### src/hcm_pkg.sv
// Package for the iteration count hue colormap.
// Holds widths, reset value, sector codes and the tag word carried down the cell chain.
// No dependencies.
package hcm_pkg;

   localparam int COUNT_WIDTH_DEFAULT = 16;
   localparam int FIELD_WIDTH         = 16;
   localparam int CHAN_WIDTH          = 8;
   localparam int SEC_BITS            = 3;
   localparam int SECTOR_STEPS        = 3;
   localparam int RAMP_STEPS          = 8;

   localparam logic [FIELD_WIDTH-1:0] MAX_ITER_RESET = 16'd256;
   localparam logic [CHAN_WIDTH-1:0]  CHAN_FULL      = 8'hFF;
   localparam logic [CHAN_WIDTH-1:0]  CHAN_ZERO      = 8'h00;

   localparam logic [SEC_BITS-1:0] SEC_RED_GREEN_UP    = 3'd0;
   localparam logic [SEC_BITS-1:0] SEC_GREEN_RED_DOWN  = 3'd1;
   localparam logic [SEC_BITS-1:0] SEC_GREEN_BLUE_UP   = 3'd2;
   localparam logic [SEC_BITS-1:0] SEC_BLUE_GREEN_DOWN = 3'd3;
   localparam logic [SEC_BITS-1:0] SEC_BLUE_RED_UP     = 3'd4;

   typedef struct packed {
      logic                  blk;
      logic [SEC_BITS-1:0]   sec;
      logic [CHAN_WIDTH-1:0] quo;
   } hcm_tag_type;

endpackage

### src/hcm_cell.sv
// One restoring divide step of the colormap cell chain.
// Compares the partial remainder with the shifted limit and sets one quotient bit.
// Depends on hcm_pkg.
module hcm_cell
   import hcm_pkg::*;
#(
   parameter int COUNT_WIDTH = COUNT_WIDTH_DEFAULT,
   parameter int RW          = COUNT_WIDTH_DEFAULT + CHAN_WIDTH,
   parameter int SHIFT       = 0,
   parameter bit IS_SECTOR   = 1'b0
) (
   input  logic                   clock,
   input  logic                   reset,
   input  logic [COUNT_WIDTH-1:0] lim,
   input  logic                   in_valid,
   output logic                   in_ready,
   input  logic [RW-1:0]          in_rem,
   input  hcm_tag_type            in_tag,
   output logic                   out_valid,
   input  logic                   out_ready,
   output logic [RW-1:0]          out_rem,
   output hcm_tag_type            out_tag
);

   localparam logic [CHAN_WIDTH-1:0] BIT_MASK = CHAN_WIDTH'(1) << SHIFT;

   logic              v_ff, v_in;
   logic [RW-1:0]     rem_ff, rem_in;
   hcm_tag_type       tag_ff, tag_in;
   logic [RW-1:0]     div_sh;
   logic              take;

   assign div_sh   = RW'(lim) << SHIFT;
   assign take     = in_rem >= div_sh;
   assign in_ready = !v_ff || out_ready;
   assign v_in     = in_ready ? in_valid : v_ff;

   always_comb begin
      tag_in = in_tag;
      rem_in = in_rem;
      if (take) begin
         rem_in = in_rem - div_sh;
         if (IS_SECTOR) begin
            tag_in.sec = in_tag.sec | BIT_MASK[SEC_BITS-1:0];
         end else begin
            tag_in.quo = in_tag.quo | BIT_MASK;
         end
      end
   end

   always_ff @(posedge clock) begin
      if (reset) begin
         v_ff <= 1'b0;
      end else begin
         v_ff <= v_in;
      end
   end

   always_ff @(posedge clock) begin
      if (in_ready && in_valid) begin
         rem_ff <= rem_in;
         tag_ff <= tag_in;
      end
   end

   assign out_valid = v_ff;
   assign out_rem   = rem_ff;
   assign out_tag   = tag_ff;

endmodule

### src/hcm_prep.sv
// Ramp numerator stage of the colormap cell chain.
// Folds the remainder for odd sectors and forms 255 times it for the ramp division.
// Depends on hcm_pkg.
module hcm_prep
   import hcm_pkg::*;
#(
   parameter int COUNT_WIDTH = COUNT_WIDTH_DEFAULT,
   parameter int RW          = COUNT_WIDTH_DEFAULT + CHAN_WIDTH
) (
   input  logic                   clock,
   input  logic                   reset,
   input  logic [COUNT_WIDTH-1:0] lim,
   input  logic                   in_valid,
   output logic                   in_ready,
   input  logic [RW-1:0]          in_rem,
   input  hcm_tag_type            in_tag,
   output logic                   out_valid,
   input  logic                   out_ready,
   output logic [RW-1:0]          out_rem,
   output hcm_tag_type            out_tag
);

   logic                   v_ff, v_in;
   logic [RW-1:0]          rem_ff, rem_in;
   hcm_tag_type            tag_ff, tag_in;
   logic [COUNT_WIDTH-1:0] fold;

   assign in_ready = !v_ff || out_ready;
   assign v_in     = in_ready ? in_valid : v_ff;
   assign fold     = in_tag.sec[0] ? (lim - in_rem[COUNT_WIDTH-1:0]) : in_rem[COUNT_WIDTH-1:0];
   assign rem_in   = (RW'(fold) << CHAN_WIDTH) - RW'(fold);

   always_comb begin
      tag_in     = in_tag;
      tag_in.quo = CHAN_ZERO;
   end

   always_ff @(posedge clock) begin
      if (reset) begin
         v_ff <= 1'b0;
      end else begin
         v_ff <= v_in;
      end
   end

   always_ff @(posedge clock) begin
      if (in_ready && in_valid) begin
         rem_ff <= rem_in;
         tag_ff <= tag_in;
      end
   end

   assign out_valid = v_ff;
   assign out_rem   = rem_ff;
   assign out_tag   = tag_ff;

endmodule

### src/hcm_out.sv
// Output stage of the colormap: places the ramp by sector and holds the result word.
// Depends on hcm_pkg.
module hcm_out
   import hcm_pkg::*;
(
   input  logic                  clock,
   input  logic                  reset,
   input  logic                  in_valid,
   output logic                  in_ready,
   input  hcm_tag_type           in_tag,
   output logic                  rsp_valid,
   input  logic                  rsp_ready,
   output logic [CHAN_WIDTH-1:0] rsp_red,
   output logic [CHAN_WIDTH-1:0] rsp_green,
   output logic [CHAN_WIDTH-1:0] rsp_blue
);

   logic                  v_ff, v_in;
   logic [CHAN_WIDTH-1:0] red_ff, red_in;
   logic [CHAN_WIDTH-1:0] green_ff, green_in;
   logic [CHAN_WIDTH-1:0] blue_ff, blue_in;

   assign in_ready = !v_ff || rsp_ready;
   assign v_in     = in_ready ? in_valid : v_ff;

   always_comb begin
      red_in   = CHAN_FULL;
      green_in = CHAN_ZERO;
      blue_in  = in_tag.quo;
      unique case (in_tag.sec)
         SEC_RED_GREEN_UP: begin
            red_in = CHAN_FULL; green_in = in_tag.quo; blue_in = CHAN_ZERO;
         end
         SEC_GREEN_RED_DOWN: begin
            red_in = in_tag.quo; green_in = CHAN_FULL; blue_in = CHAN_ZERO;
         end
         SEC_GREEN_BLUE_UP: begin
            red_in = CHAN_ZERO; green_in = CHAN_FULL; blue_in = in_tag.quo;
         end
         SEC_BLUE_GREEN_DOWN: begin
            red_in = CHAN_ZERO; green_in = in_tag.quo; blue_in = CHAN_FULL;
         end
         SEC_BLUE_RED_UP: begin
            red_in = in_tag.quo; green_in = CHAN_ZERO; blue_in = CHAN_FULL;
         end
         default: begin
            red_in = CHAN_FULL; green_in = CHAN_ZERO; blue_in = in_tag.quo;
         end
      endcase
      if (in_tag.blk) begin
         red_in   = CHAN_ZERO;
         green_in = CHAN_ZERO;
         blue_in  = CHAN_ZERO;
      end
   end

   always_ff @(posedge clock) begin
      if (reset) begin
         v_ff <= 1'b0;
      end else begin
         v_ff <= v_in;
      end
   end

   always_ff @(posedge clock) begin
      if (in_ready && in_valid) begin
         red_ff   <= red_in;
         green_ff <= green_in;
         blue_ff  <= blue_in;
      end
   end

   assign rsp_valid = v_ff;
   assign rsp_red   = red_ff;
   assign rsp_green = green_ff;
   assign rsp_blue  = blue_ff;

endmodule

### src/iteration_count_hue_colormap_top.sv
// Iteration count hue colormap, top level.
// Chains divide-step cells, the ramp numerator stage and the output stage; uses hcm_pkg.
//
// Usage:
//   req channel: one 16-bit escape count per word, valid/ready.
//   rsp channel: one RGB pixel (8 bits per channel) per word, valid/ready.
//   csr port: csr_write_enable with csr_write_data loads the iteration limit;
//     write it only while no word is in flight.
// Pipeline: a word accepted on req passes through three sector divide cells,
//   one numerator stage, eight ramp divide cells and one output register
//   before it is shown on rsp.
// Throughput: one word per cycle unless rsp stalls; every stage holds its own valid bit.
// Stall: a stalled receiver holds the output word; stages upstream keep
//   filling empty slots, so up to 13 words can be taken before req_ready drops.
// Reset: clears all valid bits and loads the limit with 256 (masked to
//   COUNT_WIDTH bits).
// Counts at or above the limit, and any count when the limit is zero, give black.
module iteration_count_hue_colormap_top
   import hcm_pkg::*;
#(
   parameter int COUNT_WIDTH = COUNT_WIDTH_DEFAULT
) (
   input  logic                   clock,
   input  logic                   reset,
   input  logic                   req_valid,
   output logic                   req_ready,
   input  logic [FIELD_WIDTH-1:0] req_iteration_count,
   output logic                   rsp_valid,
   input  logic                   rsp_ready,
   output logic [CHAN_WIDTH-1:0]  rsp_red,
   output logic [CHAN_WIDTH-1:0]  rsp_green,
   output logic [CHAN_WIDTH-1:0]  rsp_blue,
   input  logic                   csr_write_enable,
   input  logic [FIELD_WIDTH-1:0] csr_write_data
);

   localparam int RW = COUNT_WIDTH + CHAN_WIDTH;

   logic [COUNT_WIDTH-1:0] lim_ff, lim_in;
   logic [FIELD_WIDTH+COUNT_WIDTH-1:0] cnt_wide, wdata_wide, reset_wide;
   logic [COUNT_WIDTH-1:0] cnt;

   logic              s_valid [0:SECTOR_STEPS];
   logic              s_ready [0:SECTOR_STEPS];
   logic [RW-1:0]     s_rem   [0:SECTOR_STEPS];
   hcm_tag_type       s_tag   [0:SECTOR_STEPS];

   logic              r_valid [0:RAMP_STEPS];
   logic              r_ready [0:RAMP_STEPS];
   logic [RW-1:0]     r_rem   [0:RAMP_STEPS];
   hcm_tag_type       r_tag   [0:RAMP_STEPS];

   assign cnt_wide   = {{COUNT_WIDTH{1'b0}}, req_iteration_count};
   assign wdata_wide = {{COUNT_WIDTH{1'b0}}, csr_write_data};
   assign reset_wide = {{COUNT_WIDTH{1'b0}}, MAX_ITER_RESET};
   assign cnt        = cnt_wide[COUNT_WIDTH-1:0];
   assign lim_in     = csr_write_enable ? wdata_wide[COUNT_WIDTH-1:0] : lim_ff;

   always_ff @(posedge clock) begin
      if (reset) begin
         lim_ff <= reset_wide[COUNT_WIDTH-1:0];
      end else begin
         lim_ff <= lim_in;
      end
   end

   // seed the chain with 6 * count
   assign s_valid[0]   = req_valid;
   assign req_ready    = s_ready[0];
   assign s_rem[0]     = (RW'(cnt) << 2) + (RW'(cnt) << 1);
   assign s_tag[0].blk = cnt >= lim_ff;
   assign s_tag[0].sec = '0;
   assign s_tag[0].quo = CHAN_ZERO;

   for (genvar i = 0; i < SECTOR_STEPS; i++) begin : g_sector
      hcm_cell #(
         .COUNT_WIDTH (COUNT_WIDTH),
         .RW          (RW),
         .SHIFT       (SECTOR_STEPS - 1 - i),
         .IS_SECTOR   (1'b1)
      ) u_cell (
         .clock     (clock),
         .reset     (reset),
         .lim       (lim_ff),
         .in_valid  (s_valid[i]),
         .in_ready  (s_ready[i]),
         .in_rem    (s_rem[i]),
         .in_tag    (s_tag[i]),
         .out_valid (s_valid[i+1]),
         .out_ready (s_ready[i+1]),
         .out_rem   (s_rem[i+1]),
         .out_tag   (s_tag[i+1])
      );
   end

   hcm_prep #(
      .COUNT_WIDTH (COUNT_WIDTH),
      .RW          (RW)
   ) u_prep (
      .clock     (clock),
      .reset     (reset),
      .lim       (lim_ff),
      .in_valid  (s_valid[SECTOR_STEPS]),
      .in_ready  (s_ready[SECTOR_STEPS]),
      .in_rem    (s_rem[SECTOR_STEPS]),
      .in_tag    (s_tag[SECTOR_STEPS]),
      .out_valid (r_valid[0]),
      .out_ready (r_ready[0]),
      .out_rem   (r_rem[0]),
      .out_tag   (r_tag[0])
   );

   for (genvar j = 0; j < RAMP_STEPS; j++) begin : g_ramp
      hcm_cell #(
         .COUNT_WIDTH (COUNT_WIDTH),
         .RW          (RW),
         .SHIFT       (RAMP_STEPS - 1 - j),
         .IS_SECTOR   (1'b0)
      ) u_cell (
         .clock     (clock),
         .reset     (reset),
         .lim       (lim_ff),
         .in_valid  (r_valid[j]),
         .in_ready  (r_ready[j]),
         .in_rem    (r_rem[j]),
         .in_tag    (r_tag[j]),
         .out_valid (r_valid[j+1]),
         .out_ready (r_ready[j+1]),
         .out_rem   (r_rem[j+1]),
         .out_tag   (r_tag[j+1])
      );
   end

   hcm_out u_out (
      .clock     (clock),
      .reset     (reset),
      .in_valid  (r_valid[RAMP_STEPS]),
      .in_ready  (r_ready[RAMP_STEPS]),
      .in_tag    (r_tag[RAMP_STEPS]),
      .rsp_valid (rsp_valid),
      .rsp_ready (rsp_ready),
      .rsp_red   (rsp_red),
      .rsp_green (rsp_green),
      .rsp_blue  (rsp_blue)
   );

   a_reset_clears_rsp : assert property (@(posedge clock)
      reset |=> !rsp_valid)
      else $error("rsp_valid high right after reset");

   a_sector_in_range : assert property (@(posedge clock) disable iff (reset)
      (s_valid[SECTOR_STEPS] && !s_tag[SECTOR_STEPS].blk)
         |-> (s_tag[SECTOR_STEPS].sec <= SEC_BLUE_RED_UP + 3'd1))
      else $error("hue sector out of range");

   a_sector_rem_below_limit : assert property (@(posedge clock) disable iff (reset)
      (s_valid[SECTOR_STEPS] && !s_tag[SECTOR_STEPS].blk)
         |-> (s_rem[SECTOR_STEPS] < RW'(lim_ff)))
      else $error("sector remainder not below limit");

   a_pixel_on_wheel : assert property (@(posedge clock) disable iff (reset)
      rsp_valid |-> ((rsp_red == CHAN_ZERO && rsp_green == CHAN_ZERO && rsp_blue == CHAN_ZERO)
         || ((rsp_red == CHAN_FULL || rsp_green == CHAN_FULL || rsp_blue == CHAN_FULL)
            && (rsp_red == CHAN_ZERO || rsp_green == CHAN_ZERO || rsp_blue == CHAN_ZERO))))
      else $error("pixel is neither black nor fully saturated");

endmodule

### config.mk
export PLATFORM = sky130hd
export DESIGN_NAME = iteration_count_hue_colormap_top
export DESIGN_NICKNAME = d
export VERILOG_FILES = /design/src/hcm_pkg.sv /design/src/hcm_cell.sv /design/src/hcm_prep.sv /design/src/hcm_out.sv /design/src/iteration_count_hue_colormap_top.sv
export SDC_FILE = /design/constraint.sdc
export NUM_CORES = 1
export LEC_CHECK = 0
export BUFFER_PORTS_ARGS = -buffer_cell sky130_fd_sc_hd__buf_2
export CORE_ASPECT_RATIO = 0.75
export CORE_UTILIZATION = 40
export DETAILED_ROUTE_END_ITERATION = 12
export PLACE_DENSITY_LB_ADDON = 0.2
export SYNTH_ARGS = -nofsm -noshare
export SYNTH_HDL_FRONTEND = slang
export SYNTH_SLANG_ARGS = --single-unit
### constraint.sdc
create_clock -name clock -period 5.85 [get_ports clock]
set_input_delay 0 -clock clock [delete_from_list [all_inputs] [get_ports clock]]
set_output_delay 0 -clock clock [all_outputs]
set_load 0.02 [all_outputs]
# == Word level (Yosys, flattened, before mapping) ==
# Cells that the tools add are included.
# word_totals
register_bits,421
in_bits,37
out_inout_bits,26
wordCells,160
# op_classes
addsub,13
order_cmp,12
n_eq_ne,4
n_mux,15
n_reduce_logical,46
# ops
op,n
$mux 24,9
$ge 24x16->1,2
$ge 24x17->1,2
$pmux 8 s2,3
$sub 24x17->24,2
$mux 16,2
$sub 16x16->16,2
$ge 24x18->1,1
$ge 24x19->1,1
$ge 24x20->1,1
$ge 24x21->1,1
$ge 24x22->1,1
$ge 24x23->1,1
$sub 24x16->24,1
$sub 24x18->24,1
$sub 24x19->24,1
$sub 24x20->24,1
$sub 24x21->24,1
$sub 24x22->24,1
$sub 24x23->24,1
$sub 19x18->20,1
$add 18x17->19,1
$ge 19x18->1,1
$ge 16x16->1,1
9 further kinds,51

# == Depth between registers and ports, before layout ==
# Gate-level depths: netlist of run 1.
# depth
depth_word,15
depth_mapped,23
depth_no_buf,21

# == Modules after synthesis ==
# Synthesis of run 1 repeated with hierarchy kept, for this count alone.
# hier_totals
cells_unflattened,3060
area_unflattened_um2,31928.1
# by_module_without_submodules
module,n_inst,cells_each,area_each_um2,seq_area_each_um2
hcm_cell (g_ramp[6].u_cell ...),2,227,2506.2,1101.1
hcm_cell (g_ramp[7].u_cell ...),2,233,2422.3,1101.1
hcm_cell (g_ramp[5].u_cell ...),2,218,2307.2,1101.1
hcm_prep,1,324,2969.1,860.8
hcm_cell (g_ramp[2].u_cell),1,214,2383.5,1101.1
hcm_cell (g_ramp[1].u_cell),1,209,2339.7,1101.1
hcm_cell (g_ramp[0].u_cell),1,218,2309.7,1101.1
hcm_cell (g_ramp[4].u_cell),1,219,2307.2,1101.1
hcm_cell (g_ramp[3].u_cell),1,214,2278.4,1101.1
iteration_count_hue_colormap_top,1,200,1695.4,320.3
hcm_out,1,106,1173.6,740.7

# == Worst setup path before layout of run 1 ==
# OpenSTA, ideal clock, no wires.
# synth_path
path_type,flip-flop to flip-flop
startpoint,register lim_ff[0]
endpoint,register u_prep.rem_ff[19] (netlist: u_prep.out_rem[19]) (data pin)
setup_time_ns,0.262
arrival_ns,4.264
required_ns,5.588
setup_slack_ns,1.324
path_stages_with_launch,18
n_path_buf,0
period_less_slack_ns,4.526
path_cell_list,dfxtp_1 > inv_1 > ha_1 > inv_1 > fa_1 > a211oi_2 > nor3_1 > or4_4 > a31o_1 > a31oi_1 > mux2i_1 > a2111oi_4 > ha_1 > nand2_1 > nor2_1 > a221o_1 > a2111oi_4 > xnor2_1
# synth_via
elab_chain_cells,3
# synth_lines
item,line_no,rtl
"start, declared",iteration_count_hue_colormap_top.sv:39,"logic [COUNT_WIDTH-1:0] lim_ff, lim_in;"
"start signal, assigned",iteration_count_hue_colormap_top.sv:61,lim_ff <= reset_wide[COUNT_WIDTH-1:0];
"start signal, assigned",iteration_count_hue_colormap_top.sv:63,lim_ff <= lim_in;
$sub 16x16->16,hcm_prep.sv:30,assign fold = in_tag.sec[0] ? (lim - in_rem[COUNT_WIDTH-1:0]) : in_rem[COUNT_WIDTH-1:0];
$mux 16,hcm_prep.sv:30,
$sub 24x16->24,hcm_prep.sv:31,assign rem_in = (RW'(fold) << CHAN_WIDTH) - RW'(fold);
via u_prep.rem_in[19],hcm_prep.sv:24,"logic [RW-1:0] rem_ff, rem_in;"
"end signal, assigned",hcm_prep.sv:48,rem_ff <= rem_in;
"end, declared",hcm_prep.sv:24,
# The timed path passes the listed nets, and every way through them passes these cells.
# A chain may end at the register's enable or synchronous reset.

# == Worst setup path after layout of run 1 ==
# layout_path
startpoint,input req_iteration_count[0]
endpoint,register g_sector[0].u_cell.rem_ff[4] (data pin)
# layout_via
elab_chain_cells,3
word_cells_on_any_way,4
classes_between,add/sub (2); order compare (1); mux (1)
# layout_lines
item,line_no,rtl
"start, declared",iteration_count_hue_colormap_top.sv:27,"input logic [FIELD_WIDTH-1:0] req_iteration_count,"
$add 18x17->19 (*),iteration_count_hue_colormap_top.sv:70,assign s_rem[0] = (RW'(cnt) << 2) + (RW'(cnt) << 1);
$sub 19x18->20 or $ge 19x18->1 (tied branches),"hcm_cell.sv:42, hcm_cell.sv:34",
$mux 24 (*),hcm_cell.sv:41,if (take) begin
via g_sector[0].u_cell.rem_in[4],hcm_cell.sv:28,"logic [RW-1:0] rem_ff, rem_in;"
"end signal, assigned",hcm_cell.sv:61,rem_ff <= rem_in;
"end, declared",hcm_cell.sv:28,
# The timed path passes the listed nets; every way through them passes the cells marked *.

==> results of run 1 <==
state kept, by name, indices dropped and copies added, names as in the netlist:
name,flops
u_out.rsp_blue,8
lim_ff,16
g_ramp.u_cell.out_valid,8
u_prep.out_tag,4
g_ramp.u_cell.out_rem,168
u_out.rsp_red,8
u_prep.out_rem,24
u_out.rsp_valid,1
g_sector.u_cell.out_rem,58
u_out.rsp_green,8
g_ramp.u_cell.out_tag,68
g_sector.u_cell.out_valid,3
g_sector.u_cell.out_tag,9
u_prep.out_valid,1
metal layers:
layer  track usage  vias to the layer above  share of wire
li1              -                     9195              -
met1        0.3086                     8848           0.52
met2        0.2775                      553           0.39
met3       0.03375                       81          0.064
met4       0.05105                        0          0.021
met5             0                        -              0
cell families (layout without fill, tap and decap cells):
| family | count (synthesis) | after routing | synth area share |
|---|---|---|---|
| multiplexers | 56 | 56 | 0.02433 |
| XOR/XNOR | 183 | 183 | 0.06480 |
| flip-flops | 384 | 384 | 0.4545 |
| adder cells (fa/ha/maj) | 242 | 242 | 0.1261 |
| buffers and inverters | 191 | 370 | 0.02929 |
| AO/OA/AOI/OAI | 641 | 641 | 0.1656 |
| AND/OR/NAND/NOR | 696 | 696 | 0.1354 |
report_power, final:
| group | leakage [nW] | total (mW) | switching [mW] | internal, mW |
|---|---|---|---|---|
| logic | 6.70 | 2.25 | 1.28 | 0.976 |
| registers | 3.37 | 3.33 | 0.106 | 3.22 |
| clock network | 0.717 | 2.81 | 1.14 | 1.68 |
| total | 10.8 | 8.39 | 2.52 | 5.88 |
area by class of cell:
type | instances | area [um^2] | area share
Clock inverter | 25 | 319.1 | 0.01131
Clock buffer | 53 | 1155 | 0.04094
Multi-Input combinational cell | 1818 | 12840 | 0.4553
Inverter | 141 | 529.3 | 0.01876
Timing Repair Buffer | 151 | 1121 | 0.03974
Sequential cell | 384 | 11240 | 0.3985
Tap cell | 800 | 1001 | 0.03548
layout by cell type, fill, tap and decap left out, types with 9 or more instances in the layout:
cell type,count
sky130_fd_sc_hd__inv_1,141
sky130_fd_sc_hd__or3_1,24
sky130_fd_sc_hd__o22ai_1,12
sky130_fd_sc_hd__and3_1,16
sky130_fd_sc_hd__a21oi_1,189
sky130_fd_sc_hd__fa_1,12
sky130_fd_sc_hd__dlygate4sd3_1,57
sky130_fd_sc_hd__nor2b_1,34
sky130_fd_sc_hd__dfxtp_1,29
sky130_fd_sc_hd__clkbuf_16,44
sky130_fd_sc_hd__nand2_1,167
sky130_fd_sc_hd__a21o_1,68
sky130_fd_sc_hd__a31oi_1,9
sky130_fd_sc_hd__mux2i_1,25
sky130_fd_sc_hd__edfxtp_1,355
sky130_fd_sc_hd__nor2_1,218
sky130_fd_sc_hd__mux2_2,30
sky130_fd_sc_hd__xnor2_1,97
sky130_fd_sc_hd__o31ai_1,27
sky130_fd_sc_hd__a211oi_1,20
sky130_fd_sc_hd__nor3_1,56
sky130_fd_sc_hd__nand4_1,26
sky130_fd_sc_hd__ha_1,230
sky130_fd_sc_hd__and2_1,9
sky130_fd_sc_hd__o211ai_1,17
sky130_fd_sc_hd__o21ai_0,149
sky130_fd_sc_hd__o21a_1,29
sky130_fd_sc_hd__nand2b_1,32
sky130_fd_sc_hd__buf_4,32
sky130_fd_sc_hd__buf_2,62
sky130_fd_sc_hd__nor4_1,21
sky130_fd_sc_hd__xor2_1,86
sky130_fd_sc_hd__nand3_1,40
sky130_fd_sc_hd__o21bai_1,18
sky130_fd_sc_hd__a21boi_0,24
worst register-to-register path, stage by stage (launching register included):
cell and delay [ns]:
sky130_fd_sc_hd__dfxtp_1 0.58, sky130_fd_sc_hd__inv_1 0.33, sky130_fd_sc_hd__ha_1 0.39, sky130_fd_sc_hd__nor2b_1 0.13
sky130_fd_sc_hd__o21ai_0 0.29, sky130_fd_sc_hd__a21boi_0 0.17, sky130_fd_sc_hd__o211ai_1 0.24, sky130_fd_sc_hd__a21oi_1 0.10
sky130_fd_sc_hd__o21a_1 0.21, sky130_fd_sc_hd__o21ai_0 0.28, sky130_fd_sc_hd__o21ai_0 0.23, sky130_fd_sc_hd__a21boi_0 0.58
sky130_fd_sc_hd__inv_1 0.56, sky130_fd_sc_hd__mux2_2 0.43
path summary, 6_finish.rpt:
kind                                             startpoint                            end  depth (start not counted)
worst max-delay path                 req_iteration_count[0]  g_sector[0].u_cell.out_rem[4]                         24
worst min-delay path                 req_iteration_count[1]  g_sector[0].u_cell.out_rem[2]                          4
worst max register to register                    lim_ff[1]   g_ramp[4].u_cell.out_rem[12]                         13
worst min register to register  g_ramp[2].u_cell.out_tag[8]    g_ramp[3].u_cell.out_tag[8]                          0
stage by stage:
step | instance area [um^2] | worst slack [ns] | power (mW)
floorplan | 24730 | 1.324 | 5.005
global placement | 26170 | 0.8151 | 5.509
detailed placement | 26170 | 0.6860 | 5.518
CTS | 28210 | 0.7078 | 8.424
global route | 28210 | 0.2317 | 8.812
finish | 28210 | 0.6433 | 8.393
==> Flow_metrics.wiki, run 1 <==
{| class="wikitable"
! Metric !! Value
|-
| Result of the run || finished clean
|-
| Number of gates given a new drive strength after cts || 0
|-
| Vias || approximately 19000
|-
| Number of detailed-route iterations in the first pass || 5
|-
| Synth async-reset ratio || 0
|-
| Maximum clock frequency || roughly 190 MHz
|-
| Number of antenna violations at the first check in global routing || 0
|-
| Area of the core region || just over 60000 um^2
|-
| Combined buffer and inverter count along the critical path || 3
|-
| Number of instances in the synthesized netlist || approximately 2400
|-
| Mean Syn Cell Area || approximately 10 um^2
|-
| CP delay by family, top || compound AO/OA/AOI/OAI gates
|-
| Most used standard cell by instance count after synthesis || sky130_fd_sc_hd__edfxtp_1
|-
| Largest stage delay on the critical path || between 0.5 and 0.6 ns
|-
| Share of the clock period used by the worst path after layout || 0.8900
|-
| Global routing usage summed across all routing layers || 0.1976
|-
| Slew @ Worst Pin || 1.236 ns
|-
| Net count after synthesis || ~2700
|-
| Initial standard-cell utilization of the core || 0.4068
|-
| Total power divided by cell area || between 200 and 300 nW/um^2
|-
| Leak pwr || about 11 nW
|-
| Setup fix buffers added after clock tree synthesis || 0
|-
| Commonest cells in the synthesized netlist || sky130_fd_sc_hd__edfxtp_1 (355), sky130_fd_sc_hd__ha_1 (230), sky130_fd_sc_hd__nor2_1 (219), sky130_fd_sc_hd__a21oi_1 (190), sky130_fd_sc_hd__nand2_1 (167)
|-
| First-pass GRT wire length || 96.59 mm
|-
| Pin count of the biggest net entering global routing || 37
|-
| Number of warning messages in the yosys log || 0
|-
| Count of final hold-check violations || 0
|-
| Final-layout fill cell count || about 5600
|-
| Type of destination of the critical path || register
|-
| Number of distinct library cells after synthesis || slightly above 80
|-
| Growth of design area from synthesis to finish || 14.06%
|-
| RD Place Congestion || ~0.92
|-
| Critical path peak fanout || 12
|-
| Post-DR wirelength/cell || 18.46 um
|-
| Top post-synthesis cells by area || sky130_fd_sc_hd__edfxtp_1 (43%), sky130_fd_sc_hd__ha_1 (12%), sky130_fd_sc_hd__a21oi_1 (3.8%)
|-
| CTS tree || built
|-
| Rows || 78
|-
| Clock slew at reported path FFs || around 0.060 ns
|-
| Clk Latency, worst-skew pair || 0.59 ns
|-
| Total overflow reported by the global router || 0
|-
| Most common flop cell mapped by yosys || sky130_fd_sc_hd__edfxtp_1
|-
| Final setup violation count || 0
|-
| Worst slew margin relative to its limit || 0.1740
|-
| Maximum count of clock buffers along a single path || 3
|-
| Type of origin of the critical path || primary input
|-
| Endpoint required time on the critical path || about 6 ns
|-
| Share of cells above drive strength 1 || 0.08826
|-
| Total half-perimeter wirelength after legalization and detailed placement || roughly 46 mm
|-
| Min-delay worst type || in -> reg
|-
| Total length of routed wires || 62.23 mm
|-
| Die extent in x || around 290 um
|-
| DRT antenna net count || 0
|-
| Fin Hold WS || just over 0.03 ns
|-
| Worst setup slack for register-to-register paths || around 1.0 ns
|-
| Io pins || 63
|-
| Cts-stage hold buffer count || 57
|-
| Count of input and output buffers || 62
|-
| Clock root buffer master || sky130_fd_sc_hd__clkbuf_16
|-
| Number of remaining DRC errors || 0
|-
| Leading area contributor after synthesis || sky130_fd_sc_hd__edfxtp_1
|-
| Aggregate negative setup slack || 0 ns
|-
| Cell-by-cell listing of the critical path || dlygate4sd3_1, buf_2, ha_1, fa_1, a21o_1, a21oi_1, o21bai_1, a21oi_1, o21bai_1, a21oi_1, xnor2_1, ha_1, a21oi_1, nor2b_1, o21ai_0, nand2b_1, a21o_1, a21oi_1, o21ai_0, a2111o_1, nand2_1, and3_1, buf_4, mux2_2
|-
| Post-Layout Cell Count || ~3400
|-
| Clock period minus worst slack || 5.207 ns
|-
| Number of enable-type register cells in the synthesized netlist || between 300 and 400
|-
| Post-placement cell count || around 3200
|-
| Vias/cell || roughly 5.5
|-
| Worst clock skew on the final layout || 0.05913 ns
|-
| Unrepaired setup endpoints after global routing || false
|-
| Final max-slew violation count || 0
|-
| WS Path Type || in -> reg
|-
| Final #Nets || about 2800
|-
| Synthesized flop and latch total || 384
|-
| Share of the core filled with cells || 0.4640
|-
| Violation count after the first detailed-routing iteration || approximately 1500
|-
| Number of violations of the max-capacitance limit || 0
|-
| Number of antenna cells inserted || 0
|-
| Arrival time of data at the critical path endpoint || 5.52 ns
|-
| Sequential share of the synthesized area || 0.4545
|-
| Proportion of netlist area held by the largest area contributor || 0.4310
|-
| Cell area after synthesis || ~25000 um^2
|-
| Via count of the first global-routing pass || between 15000 and 20000
|-
| Library cell contributing the largest single delay on the critical path || sky130_fd_sc_hd__dlygate4sd3_1
|-
| Die area || ~63000 um^2
|-
| Die height || 217.3 um
|-
| Most used cell, CP || sky130_fd_sc_hd__a21oi_1
|-
| Maximum VDD drop || between 0.2 and 0.25 mV
|-
| Clock sink total || about 380
|-
| Number of CTS-inserted buffers || between 40 and 50
|-
| H-tree levels || 2
|}
Note: power is estimated with default switching activity, not from simulation.
==> inputs of run 2 (changes only) <==
--- a/config.mk
+++ b/config.mk
@@ -6,6 +6,8 @@
 export NUM_CORES = 1
 export LEC_CHECK = 0
 export BUFFER_PORTS_ARGS = -buffer_cell sky130_fd_sc_hd__buf_2
+export CELL_PAD_IN_SITES_DETAIL_PLACEMENT = 0
+export CELL_PAD_IN_SITES_GLOBAL_PLACEMENT = 1
 export CORE_ASPECT_RATIO = 0.75
 export CORE_UTILIZATION = 40
 export DETAILED_ROUTE_END_ITERATION = 12
==> run 2 against run 1 <==
Combinational power is essentially flat. Critical path depth is the same. Highest routed layer unchanged. Worst hold slack gained 0.0052 ns.
==> Flow_metrics.wiki, run 2 (same netlist as run 1, synthesis figures left out) <==
{| class="wikitable"
! Metric !! Value
|-
| H-tree levels || 2
|-
| Final setup slack of the worst path || between 0.9 and 1 ns
|-
| Maximum clock frequency || 204.6 MHz
|-
| Aggregate negative setup slack || 0 ns
|-
| Destination of the worst register-to-register timing path || u_prep.out_rem[22]
|-
| Final setup violation count || 0
|-
| Area of the core region || around 60000 um^2
|-
| Clock root buffer master || sky130_fd_sc_hd__clkbuf_16
|-
| Clock sink total || about 380
|-
| Endpoint, Worst Hold || g_sector[0].u_cell.out_tag[11]
|-
| Total overflow reported by the global router || 0
|-
| Vias || ~19000
|-
| Worst setup slack for register-to-register paths || ~1.2 ns
|-
| Total power divided by cell area || 300.5 nW/um^2
|-
| Arrival time of data at the critical path endpoint || roughly 5.2 ns
|-
| Maximum count of clock buffers along a single path || 3
|-
| First-pass GRT wire length || roughly 99 mm
|-
| Largest stage delay on the critical path || between 0.5 and 0.6 ns
|-
| Rows || slightly below 80
|-
| RD Place Congestion || between 0.8 and 0.9
|-
| Endpoint required time on the critical path || ~6.2 ns
|-
| Clock slew at reported path FFs || roughly 0.060 ns
|-
| Total half-perimeter wirelength after legalization and detailed placement || ~47 mm
|-
| Number of cells on the worst reg-to-reg path || 19
|-
| Clock period minus worst slack || approximately 4.9 ns
|-
| Number of remaining DRC errors || 0
|-
| Setup Slack @ Placement || roughly 1.0 ns
|-
| Worst setup startpoint || req_iteration_count[0]
|-
| Die area || between 60000 and 70000 um^2
|-
| Final #Nets || roughly 2800
|-
| Type of destination of the critical path || register
|-
| Setup fix buffers added after clock tree synthesis || 0
|-
| Total placed instance area || about 26000 um^2
|-
| Share of the clock period used by the worst path after layout || 0.8353
|-
| Share of cells above drive strength 1 || 0.09359
|-
| Maximum VDD drop || 0.2173 mV
|-
| Count of final hold-check violations || 0
|-
| Post-DR wirelength/cell || 18.89 um
|-
| WS Path Type || in -> reg
|-
| Die extent in x || approximately 290 um
|-
| Count of input and output buffers || between 60 and 70
|-
| Combined buffer and inverter count along the critical path || 3
|-
| Number of gates given a new drive strength after cts || 0
|-
| Number of CTS-inserted buffers || 43
|-
| Number of antenna violations at the first check in global routing || 2
|-
| Cells on Worst Hold Path || 4
|-
| Pin count of the biggest net entering global routing || 37
|-
| Leading cell types in the layout, fill and taps excluded || sky130_fd_sc_hd__edfxtp_1 (355), sky130_fd_sc_hd__ha_1 (230), sky130_fd_sc_hd__nor2_1 (218), sky130_fd_sc_hd__a21oi_1 (189), sky130_fd_sc_hd__nand2_1 (167)
|-
| Number of violations of the max-capacitance limit || 0
|-
| Die height || roughly 220 um
|-
| Total length of routed wires || 63.76 mm
|-
| Clk Latency, worst-skew pair || between 0.5 and 0.6 ns
|-
| Met3 WL || between 3 and 4 mm
|-
| Met2 routed WL || 25.45 mm
|-
| Min-delay worst type || in -> reg
|-
| Top metal layer carrying routed signals || met4
|-
| Most used cell, CP || sky130_fd_sc_hd__a21oi_1
|-
| Most frequent standard cell in the layout excluding fill and tap cells || sky130_fd_sc_hd__edfxtp_1
|-
| Vias/cell || around 5.5
|-
| Number of antenna cells inserted || 0
|-
| Final max-slew violation count || 0
|-
| Global routing usage summed across all routing layers || 0.2041
|-
| CTS tree || built
|-
| Growth of design area from synthesis to finish || 14.34%
|-
| Leak pwr || between 10 and 15 nW
|-
| Cell-by-cell listing of the critical path || dlygate4sd3_1, buf_2, ha_1, fa_1, a21o_1, a21oi_1, o21bai_1, a21oi_1, o21bai_1, a21oi_1, xnor2_1, ha_1, a21oi_1, nor2b_1, o21ai_0, nand2b_1, a21o_1, a21oi_1, o21ai_0, a2111o_1, nand2_1, and3_1, buf_4, mux2_2
|-
| Result of the run || finished clean
|-
| Share of the core filled with cells || 0.4651
|-
| Library cell contributing the largest single delay on the critical path || sky130_fd_sc_hd__dlygate4sd3_1
|-
| Via count of the first global-routing pass || 17790
|-
| Cts-stage hold buffer count || 54
|-
| Reg-to-reg critical path startpoint || lim_ff[0]
|-
| Fin Hold WS || about 0.036 ns
|-
| CP delay by family, top || compound AO/OA/AOI/OAI gates
|-
| Io pins || 63
|-
| Final design instance area without fill || 28280 um^2
|-
| Initial standard-cell utilization of the core || 0.4068
|-
| Number of flip-flops under the largest register name || between 150 and 200
|-
| Wl on met1 || around 33 mm
|-
| Violation count after the first detailed-routing iteration || approximately 1400
|-
| Worst slew margin relative to its limit || 0.2781
|-
| Final-layout fill cell count || about 5600
|-
| Type of origin of the critical path || primary input
|-
| Unrepaired setup endpoints after global routing || false
|-
| DRT antenna net count || 0
|-
| Slew @ Worst Pin || about 1.1 ns
|-
| Number of detailed-route iterations in the first pass || 5
|-
| Worst clock skew on the final layout || roughly 0.037 ns
|-
| Hold Startpoint || req_iteration_count[13]
|-
| Critical path peak fanout || 10
|}
## run 2: cell count changes in the layout (fill, tap and decap cells not counted), moves of 2 or more
cell	previous run	this run
sky130_fd_sc_hd__buf_4	32	39
sky130_fd_sc_hd__clkbuf_1	7	1
sky130_fd_sc_hd__clkinvlp_4	1	6
sky130_fd_sc_hd__dlygate4sd3_1	57	54
sky130_fd_sc_hd__bufinv_16	6	8
sky130_fd_sc_hd__clkbuf_8	2	0
sky130_fd_sc_hd__clkinv_1	7	5
sky130_fd_sc_hd__clkinv_2	6	8
sky130_fd_sc_hd__inv_16	0	2
## run 2: routing by layer
metal / GRT usage / vias to the layer above
li1: - / 9211
met1: 0.3145 / 8808
met2: 0.2910 / 483
met3: 0.03732 / 72
met4: 0.04947 / 0
met5: 0 / -
## run 2: how the worst max path moves through the flow
stage                                     end  slack [ns]  cells after the start
6_report       g_sector[0].u_cell.out_rem[16]        0.96                     24
5_1_grt        g_sector[0].u_cell.out_rem[16]        0.70                     24
4_1_cts        g_sector[0].u_cell.out_rem[16]        1.05                     24
3_5_place_dp   g_sector[0].u_cell.out_rem[10]        1.00                     23
3_3_place_gp   g_sector[0].u_cell.out_rem[11]        1.09                     23
2_1_floorplan              u_prep.out_rem[19]        1.32                     17
## run 2: worst register-to-register path: cells and delay by family (launching register included)
kind | cells | cell delay [ns]
and+or+nand+nor | 6 | 1.33
buffers and inverters | 3 | 0.32
adders and majority gates | 3 | 0.79
AOI/OAI and AO/OA | 6 | 1.51
DFF | 1 | 0.31
xor gates and xnor gates | 1 | 0.17
## run 2: power breakdown
part | internal (mW) | switching [mW] | total [mW]
sequential | 3.22 | 0.100 | 3.32
clock | 1.72 | 1.19 | 2.92
combinational | 0.978 | 1.28 | 2.26
## run 2: per-stage QoR
stage,power (mW),instances
floorplan,5.005,2393
global placement,5.532,3244
detailed placement,5.534,3244
CTS,8.545,3375
global route,8.921,3375
finish,8.498,3375
## run 2: layout make-up
type | instances | area [um^2] | share of cell area
Sequential cell | 384 | 11240 | 0.3975
Inverter | 141 | 529.3 | 0.01872
Multi-Input combinational cell | 1818 | 12840 | 0.4542
Clock inverter | 33 | 440.4 | 0.01557
Timing Repair Buffer | 155 | 1144 | 0.04044
Clock buffer | 44 | 1080 | 0.03818
Tap cell | 800 | 1001 | 0.03540
==> inputs of run 3 (changes only) <==
==> constraint.sdc (replaced) <==
create_clock -name clock -period 4.1 [get_ports clock]
set_input_delay 0 -clock clock [delete_from_list [all_inputs] [get_ports clock]]
set_output_delay 0 -clock clock [all_outputs]
set_load 0.02 [all_outputs]
==> run 3 against run 2 <==
Setup slack got worse by 0.95 ns. Sequential share of layout area fell by 1.3 points. Flip-flop and latch count unchanged. Count of clock-buffer cells in the layout increased by 11. Critical path depth shrank 7. Register-to-register slack got worse by 1.2 ns. Largest power group unchanged. Sequential power is 43% higher. Cell count up 2.9%. Utilization grew 1.6 points. First-iteration DRC count is 13% lower. Critical path type is now reg -> reg.
==> Flow_metrics.wiki, run 3 (same netlist as run 1, synthesis figures left out) <==
{| class="wikitable"
! Metric !! Value
|-
| Result of the run || finished clean
|-
| Area of combinational cells with multiple inputs || between 10000 and 15000 um^2
|-
| Count of final hold-check violations || 0
|-
| CTS tree || built
|-
| Die extent in x || slightly below 300 um
|-
| Vias || 19000
|-
| P_int || approximately 8.6 mW
|-
| WS Path Type || reg -> reg
|-
| Number of detailed-route iterations in the first pass || 5
|-
| Final-layout fill cell count || ~5600
|-
| Number of cells on the worst reg-to-reg path || 17
|-
| RD Place Congestion || approximately 0.90
|-
| Clock power share || 0.329
|-
| Type of destination of the critical path || register
|-
| Share of the core filled with cells || 0.4807
|-
| Power share of the combinational group || 0.285
|-
| Total half-perimeter wirelength after legalization and detailed placement || 48.54 mm
|-
| Sequential share of power || 0.385
|-
| Rows || between 70 and 80
|-
| Global routing usage summed across all routing layers || 0.2069
|-
| Cells on Worst Hold Path || 4
|-
| Most used cell, CP || sky130_fd_sc_hd__ha_1
|-
| CP delay by family, top || compound AO/OA/AOI/OAI gates
|-
| Die area || between 60000 and 70000 um^2
|-
| Via count of the first global-routing pass || 18170
|-
| Slew @ Worst Pin || ~1.2 ns
|-
| Unrepaired setup endpoints after global routing || true
|-
| Fin Hold WS || between 0.06 and 0.07 ns
|-
| Clock slew at reported path FFs || around 0.07 ns
|-
| Leak pwr || ~11 nW
|-
| Endpoint required time on the critical path || between 4 and 5 ns
|-
| Maximum count of clock buffers along a single path || 3
|-
| Min-delay worst type || in -> reg
|-
| Sw frac || 0.3041
|-
| Total length of routed wires || around 65 mm
|-
| Final max-slew violation count || 0
|-
| Type of origin of the critical path || register
|-
| Area used by sequential logic in the layout || roughly 11000 um^2
|-
| Growth of design area from synthesis to finish || 18.16%
|-
| Largest stage delay on the critical path || slightly below 0.5 ns
|-
| Total power divided by cell area || between 400 and 500 nW/um^2
|-
| Critical path peak fanout || 5
|-
| Die height || roughly 220 um
|-
| Net switching power figure || 3.757 mW
|-
| Initial standard-cell utilization of the core || 0.4068
|-
| DRT antenna net count || 0
|-
| Leading cell types in the layout, fill and taps excluded || sky130_fd_sc_hd__edfxtp_1 (355), sky130_fd_sc_hd__ha_1 (228), sky130_fd_sc_hd__nor2_1 (218), sky130_fd_sc_hd__a21oi_1 (182), sky130_fd_sc_hd__nand2_1 (167)
|-
| Share of the clock period used by the worst path after layout || 0.9972
|-
| Count of input and output buffers || 62
|-
| Pin count of the biggest net entering global routing || 37
|-
| Endpoint, Worst Hold || g_sector[0].u_cell.out_rem[18]
|-
| Cell-by-cell listing of the critical path || inv_2, ha_1, inv_1, fa_2, a211oi_4, nor3_2, or4_4, a31o_1, a31oi_1, mux2i_1, a2111oi_4, ha_1, nand2_1, nor2_1, a221o_2, a211oi_1, xnor2_1
|-
| Number of antenna cells inserted || 0
|-
| Worst slew margin relative to its limit || 0.2149
|-
| Number of remaining DRC errors || 0
|-
| Clk Latency, worst-skew pair || approximately 0.6 ns
|-
| Number of violations of the max-capacitance limit || 0
|-
| Maximum clock frequency || 244.6 MHz
|-
| Arrival time of data at the critical path endpoint || between 4 and 5 ns
|-
| Total design power || ~12 mW
|-
| Hold Startpoint || req_iteration_count[14]
|-
| Worst setup slack for register-to-register paths || 0.01 ns
|-
| Final setup slack of the worst path || about 0.012 ns
|-
| Number of flip-flops under the largest register name || 168
|-
| Combined buffer and inverter count along the critical path || 2
|-
| Reg-to-reg critical path startpoint || lim_ff[0]
|-
| Library cell contributing the largest single delay on the critical path || sky130_fd_sc_hd__or4_4
|-
| Maximum VDD drop || roughly 0.26 mV
|-
| Io pins || 63
|-
| Final setup violation count || 0
|-
| Share of cells above drive strength 1 || 0.1372
|-
| Clock period minus worst slack || just over 4 ns
|-
| Number of antenna violations at the first check in global routing || 0
|-
| Post-DR wirelength/cell || ~19 um
|-
| Violation count after the first detailed-routing iteration || roughly 1200
|-
| H-tree levels || 2
|-
| Total overflow reported by the global router || 0
|-
| Area of the core region || between 60000 and 70000 um^2
|-
| Clock sink total || between 300 and 400
|-
| Clock root buffer master || sky130_fd_sc_hd__clkbuf_16
|-
| Destination of the worst register-to-register timing path || u_prep.out_rem[21]
|-
| Most frequent standard cell in the layout excluding fill and tap cells || sky130_fd_sc_hd__edfxtp_1
|-
| Setup Slack @ Placement || -0.4050 ns
|-
| Vias/cell || 5.469
|-
| Worst clock skew on the final layout || approximately 0.022 ns
|-
| Number of CTS-inserted buffers || 43
|-
| First-pass GRT wire length || roughly 100 mm
|-
| Final #Nets || ~2900
|}
## run 3: worst max-delay path by stage
stage                                     end  slack (ns)                    from  depth (start not counted)
2_1_floorplan              u_prep.out_rem[19]       -0.03               lim_ff[0]                         17
3_3_place_gp   g_sector[0].u_cell.out_rem[16]       -0.32  req_iteration_count[1]                         20
3_5_place_dp    g_sector[0].u_cell.out_rem[7]       -0.41  req_iteration_count[1]                         20
4_1_cts                    u_prep.out_rem[21]       0.002               lim_ff[0]                         17
5_1_grt                    u_prep.out_rem[19]       -0.26               lim_ff[0]                         17
6_report                   u_prep.out_rem[21]        0.01               lim_ff[0]                         17
## run 3: cell type report
type | count | area share
well taps | 800 | 0.03425
multi-input cells | 1818 | 0.4456
flip-flops and latches | 384 | 0.3848
inverters | 141 | 0.01837
clock inverters | 25 | 0.01152
repair buffers | 251 | 0.06610
clock buffers | 55 | 0.03939
## run 3: tightest hold or removal path: stages
cell,delay [ns]
sky130_fd_sc_hd__buf_2,0.14
sky130_fd_sc_hd__ha_1,0.17
sky130_fd_sc_hd__a2111oi_2,0.06
sky130_fd_sc_hd__o21ai_0,0.16
## run 3: metal layers
| metal | GRT usage | vias to the layer above | share of wire |
|---|---|---|---|
| met5 | 0 | - | 0 |
| met3 | 0.03291 | 82 | 0.058 |
| met1 | 0.3161 | 9033 | 0.52 |
| met4 | 0.05544 | 0 | 0.022 |
| li1 | - | 9384 | - |
| met2 | 0.2996 | 502 | 0.40 |
## run 3: power groups by stage
stage | logic (mW) | clock network (mW) | registers (mW)
after detailed placement | 3.29 | 0 | 4.82
after floorplan | 2.42 | 0 | 4.74
after CTS | 3.41 | 4.18 | 4.75
final | 3.53 | 4.07 | 4.76
after global routing | 3.90 | 4.32 | 4.77
after global placement | 3.27 | 0 | 4.83
## run 3: metrics by stage
step            TNS, ns  cell area [um^2]  std cells
2_1_floorplan  -0.02930             24780       2393
3_3_place_gp     -5.040             26940       3329
3_5_place_dp     -6.538             26940       3329
4_1_cts               0             29020       3465
5_1_grt          -5.243             29220       3474
6_report              0             29220       3474
## run 3: timing repair
action,CTS,global route
hold buffers,56,0
gates cloned,0,0
buffers inserted,0,9
pin swaps,6,10
endpoints found under the hold margin,32,0
setup endpoints to repair,8,46
gates resized for setup,6,26
